## config.mk

```make
export PLATFORM = sky130hd
export DESIGN_NAME = ris_cell
export DESIGN_NICKNAME = d
export VERILOG_FILES = /design/src/hw/rtl/ris_pkg.sv /design/src/hw/rtl/ris_cell.sv
export SDC_FILE = /design/constraint.sdc
export NUM_CORES = 1
export LEC_CHECK = 0
export BUFFER_PORTS_ARGS = -buffer_cell sky130_fd_sc_hd__buf_2
export CORE_AREA = 2 2 333 335
export DETAILED_ROUTE_END_ITERATION = 7
export DIE_AREA = 0 0 335 337
export RECOVER_POWER = 50
export SYNTH_ARGS = -nofsm -noshare
export SYNTH_HDL_FRONTEND = slang
export SYNTH_SLANG_ARGS = --single-unit
```

## constraint.sdc

```tcl
create_clock -name clk -period 21.1 [get_ports clk]
set_clock_uncertainty 0.15 [all_clocks]
set_input_delay 2.11 -clock clk [delete_from_list [all_inputs] [get_ports clk]]
set_output_delay 2.11 -clock clk [all_outputs]
set_load 0.02 [all_outputs]
```

## src/hw/rtl/ris_pkg.sv

```systemverilog
// ris_pkg: shared types and codes for the record insertion sorter
// holds the command, result and record structs and the action and status codes
// no dependencies
package ris_pkg;

	localparam int KEY_W  = 20;
	localparam int WORD_W = 32;
	localparam int HELD_W = 9;

	// action codes
	localparam logic ACT_INSERT = 1'b0;
	localparam logic ACT_POP    = 1'b1;

	// status codes
	typedef enum logic [1:0] {
		ST_INSERTED = 2'd0,
		ST_POPPED   = 2'd1,
		ST_FULL     = 2'd2,
		ST_EMPTY    = 2'd3
	} status_t;

	typedef struct packed {
		logic              action;
		logic [KEY_W-1:0]  pressure_key;
		logic [WORD_W-1:0] altitude_word;
		logic [WORD_W-1:0] wind_dir_word;
		logic [WORD_W-1:0] wind_speed_word;
		logic [WORD_W-1:0] temperature_word;
		logic [WORD_W-1:0] dewpoint_word;
		logic [WORD_W-1:0] humidity_word;
	} cmd_t;

	typedef struct packed {
		logic [1:0]        status;
		logic [KEY_W-1:0]  out_pressure;
		logic [WORD_W-1:0] out_altitude;
		logic [WORD_W-1:0] out_wind_dir;
		logic [WORD_W-1:0] out_wind_speed;
		logic [WORD_W-1:0] out_temperature;
		logic [WORD_W-1:0] out_dewpoint;
		logic [WORD_W-1:0] out_humidity;
		logic [HELD_W-1:0] held_count;
	} res_t;

	// one stored record
	typedef struct packed {
		logic [KEY_W-1:0]  key;
		logic [WORD_W-1:0] altitude;
		logic [WORD_W-1:0] wind_dir;
		logic [WORD_W-1:0] wind_speed;
		logic [WORD_W-1:0] temperature;
		logic [WORD_W-1:0] dewpoint;
		logic [WORD_W-1:0] humidity;
	} record_t;

	// per-cycle command broadcast to every cell
	typedef struct packed {
		logic ins;
		logic pop;
	} cell_ctl_t;

endpackage

```

## src/hw/rtl/ris_cell.sv

```systemverilog
// ris_cell: one slot of the sorted record chain
// depends on ris_pkg
module ris_cell (
	input  logic              clk,
	input  ris_pkg::cell_ctl_t ctl,
	input  logic              occ,
	input  ris_pkg::record_t  new_rec,
	input  logic              prev_move,
	input  ris_pkg::record_t  prev_rec,
	input  ris_pkg::record_t  next_rec,
	output logic              move,
	output ris_pkg::record_t  rec
);

	ris_pkg::record_t rec_q;

	// empty slots and strictly smaller keys give way to the new record
	assign move = !occ || (rec_q.key < new_rec.key);
	assign rec  = rec_q;

	always_ff @(posedge clk) begin
		if (ctl.ins) begin
			if (move) begin
				rec_q <= prev_move ? prev_rec : new_rec;
			end
		end else if (ctl.pop) begin
			rec_q <= next_rec;
		end
	end

endmodule

```

==> reports/results.ini <==
[outcome]
status=complete, but fails checks
violations=capacitance limit, slew limit

[setup_path]
crit_chain=clkbuf_1 -> clkbuf_1 -> clkbuf_1 -> a21oi_1
reg2reg_to=rec[124]
endpoint=rec[64]
cp_common_cell=clkbuf_1
crit_start=ctl[1]
cpPeakStageDelay_ps=2690
arrival_ps=10250
rrSetupSlack_ps=16810
cp_num_buf_inv=3
crit_cells=4
cp_slowest_cell=clkbuf_1
cp-end-kind=flop
worst-path-max-fanout=97
required_ps=21010
cp_top_family=buffers and inverters
ff2ff_path_depth=9
r2r-start=rec[207]
cp-start-kind=input port
crit_type=input port to flop

[logic_synthesis]
synth_area_per_cell_um2=11.2
yosys.area.top_type=edfxtp_1
synth_xor_area_share_pct=0
synth.cell_area_um2=11200
synth_top_family_by_area=multiplexers
synth-compound-area-share_pct=10.3
synth_mux_area_share_pct=19.0
synth_top_area_share_pct=57.1
synthCells=992
synth_fa_ha_area_share_pct=2.13
syn_nets=1652
synth_seq_cells=212
ys_types=22
synth-simple-area-share_pct=8.12
synth_warnings=0
synthTopCellsByArea=edfxtp_1 57%, mux2i_1 19%, a21oi_1 9.8%, nor2_1 7.2%, ha_1 2.1%
ys_seq_area_share_pct=57.1

[clocking]
post_cts_buffers=0
clk-insertion-delay-late_ps=560
cts_tree=built
root_buffer=clkbuf_16
cts_made_buffers=26
cts_resized=0
clock-sinks=212
cts_buffer_depth=3
ctsHtreeMaxLevel=1
path_clk_slew_ps=50
cts_hold_buf=0

[timing]
postLayoutSetupSlackWorst_ps=10760
maxSlewViolCount=436
hold_violations=0
fin_crit_ps=10340
rsz0062_at_grt=false
fin_crit_sh_pct=49.0
setup_violations=0
tns_ps=0
tightestPinTransition_ps=3640
fmaxAchievable_mhz=96.7
relSlewSlack_pct=-143

[final_layout]
largest_reg_flops=212
mostFrequentLayoutCells=639 x buf_2, 224 x clkbuf_1, 218 x a21oi_1
fill_cells=12400
drive_above_1_share_pct=37.5
area_growth_pct=58.1
fin_nets=2473
mostFrequentLayoutCell=buf_2

[hold_path]
hold_class=flop to flop
min-delay-start=rec[211]

[global_routing]
antenna_found_initial=35
grt_usage_pct=9.97
grt_max_degree=99
overflow=0
grt_pass1_vias=10200
grt_pass1_wl_mm=77.9

[drt]
drtAntennaViolNets=0
num_vias=11100
drc=0
wirelength_mm=61.1
drt_iter0_markers=424
viasPerCell=3.38
wl_per_cell_um=18.7
drt_first_pass_iters=5

[floorplan]
rows=122
initial_core_util_pct=10.2
die_h_um=337
die_x_um=335
ios=854
die_area_um2=113000
coreArea_um2=110000

[place]
dpl_worst_slack_ps=14570
io_buffer_count=853
dp_hpwl_mm=52.1
gp_congestion=0.902

[power]
power.leakage_nw=7.60
ir_drop_v=0.0000455
power_mw=1.33
power_density_nw_per_um2=75.4

[job]
cap_viol_max_count=5

==> per-stage QoR <==
step / cell area, µm² / hold slack, ps / std cells / utilization, %
2_1_floorplan: 11200 / 2190 / 992 / -
5_1_grt: 17600 / 1270 / 3263 / 16.1
3_5_place_dp: 17000 / 1180 / 3211 / 15.5
3_3_place_gp: 17000 / 1170 / 3211 / 15.5
4_1_cts: 17900 / 1190 / 3257 / 16.3
6_report: 17600 / 1180 / 3268 / 16.1
==> power by group <==
| part | switching, mW | total (mW) | internal [mW] |
|---|---|---|---|
| registers | 0.0203 | 0.548 | 0.528 |
| clock network | 0.183 | 0.464 | 0.281 |
| logic | 0.214 | 0.316 | 0.103 |
| total | 0.417 | 1.33 | 0.912 |
==> metal layers <==
metal | global-route usage [%] | part of all wire [%]
met5 | 0 | 0.24
met4 | 3.61 | 4.2
met3 | 3.74 | 11
met2 | 16.1 | 45
met1 | 12.0 | 40
==> worst min-delay path by stage <==
stage | slack (ps) | cells past startpoint | endpoint
after floorplan | 2190 | 2 | rec[210]
after global placement | 1170 | 5 | rec[192]
after detailed placement | 1180 | 5 | rec[192]
after CTS | 1190 | 5 | rec[192]
after global routing | 1270 | 5 | rec[192]
final | 1180 | 5 | rec[192]
==> cells by family (layout without fill, tap and decap cells) <==
kind of cell | after synthesis | after routing
compound gates | 226 | 226
other cells | 0 | 11
flops | 212 | 212
simple gates | 231 | 231
buf+inv | 92 | 931
fa+ha+maj | 19 | 19
mux | 212 | 212
==> final cells by class <==
type	instances	area, µm²	share of cell area, %
clock inverters	12	168	0.951
inverters	21	78.8	0.447
multi-input cells	688	4420	25.1
repair buffers	864	4080	23.1
flip-flops and latches	212	6370	36.1
diodes	11	27.5	0.156
well taps	1426	1780	10.1
clock buffers	34	702	3.98
==> worst min-delay path, delay by kind of cell, from the launching register on <==
kind | cells | cell delay (ps)
AOI/OAI and AO/OA | 2 | 100
adders and majority gates | 1 | 150
buffers and inverters | 1 | 290
DFF | 1 | 360
and+or+nand+nor | 1 | 180
==> synth_stat cells, drive strengths merged <==
cell type / n
nor4: 1
mux2i: 212
clkbuf: 44
ha: 19
a21oi: 218
a22oi: 1
nand2: 6
nand2b: 1
o21ai: 4
buf: 27
nand3: 4
o21a: 1
nor2: 214
a2111oi: 1
or4b: 1
inv: 21
a221oi: 1
edfxtp: 212
nand4: 4
(Power assumes the default switching activity.)
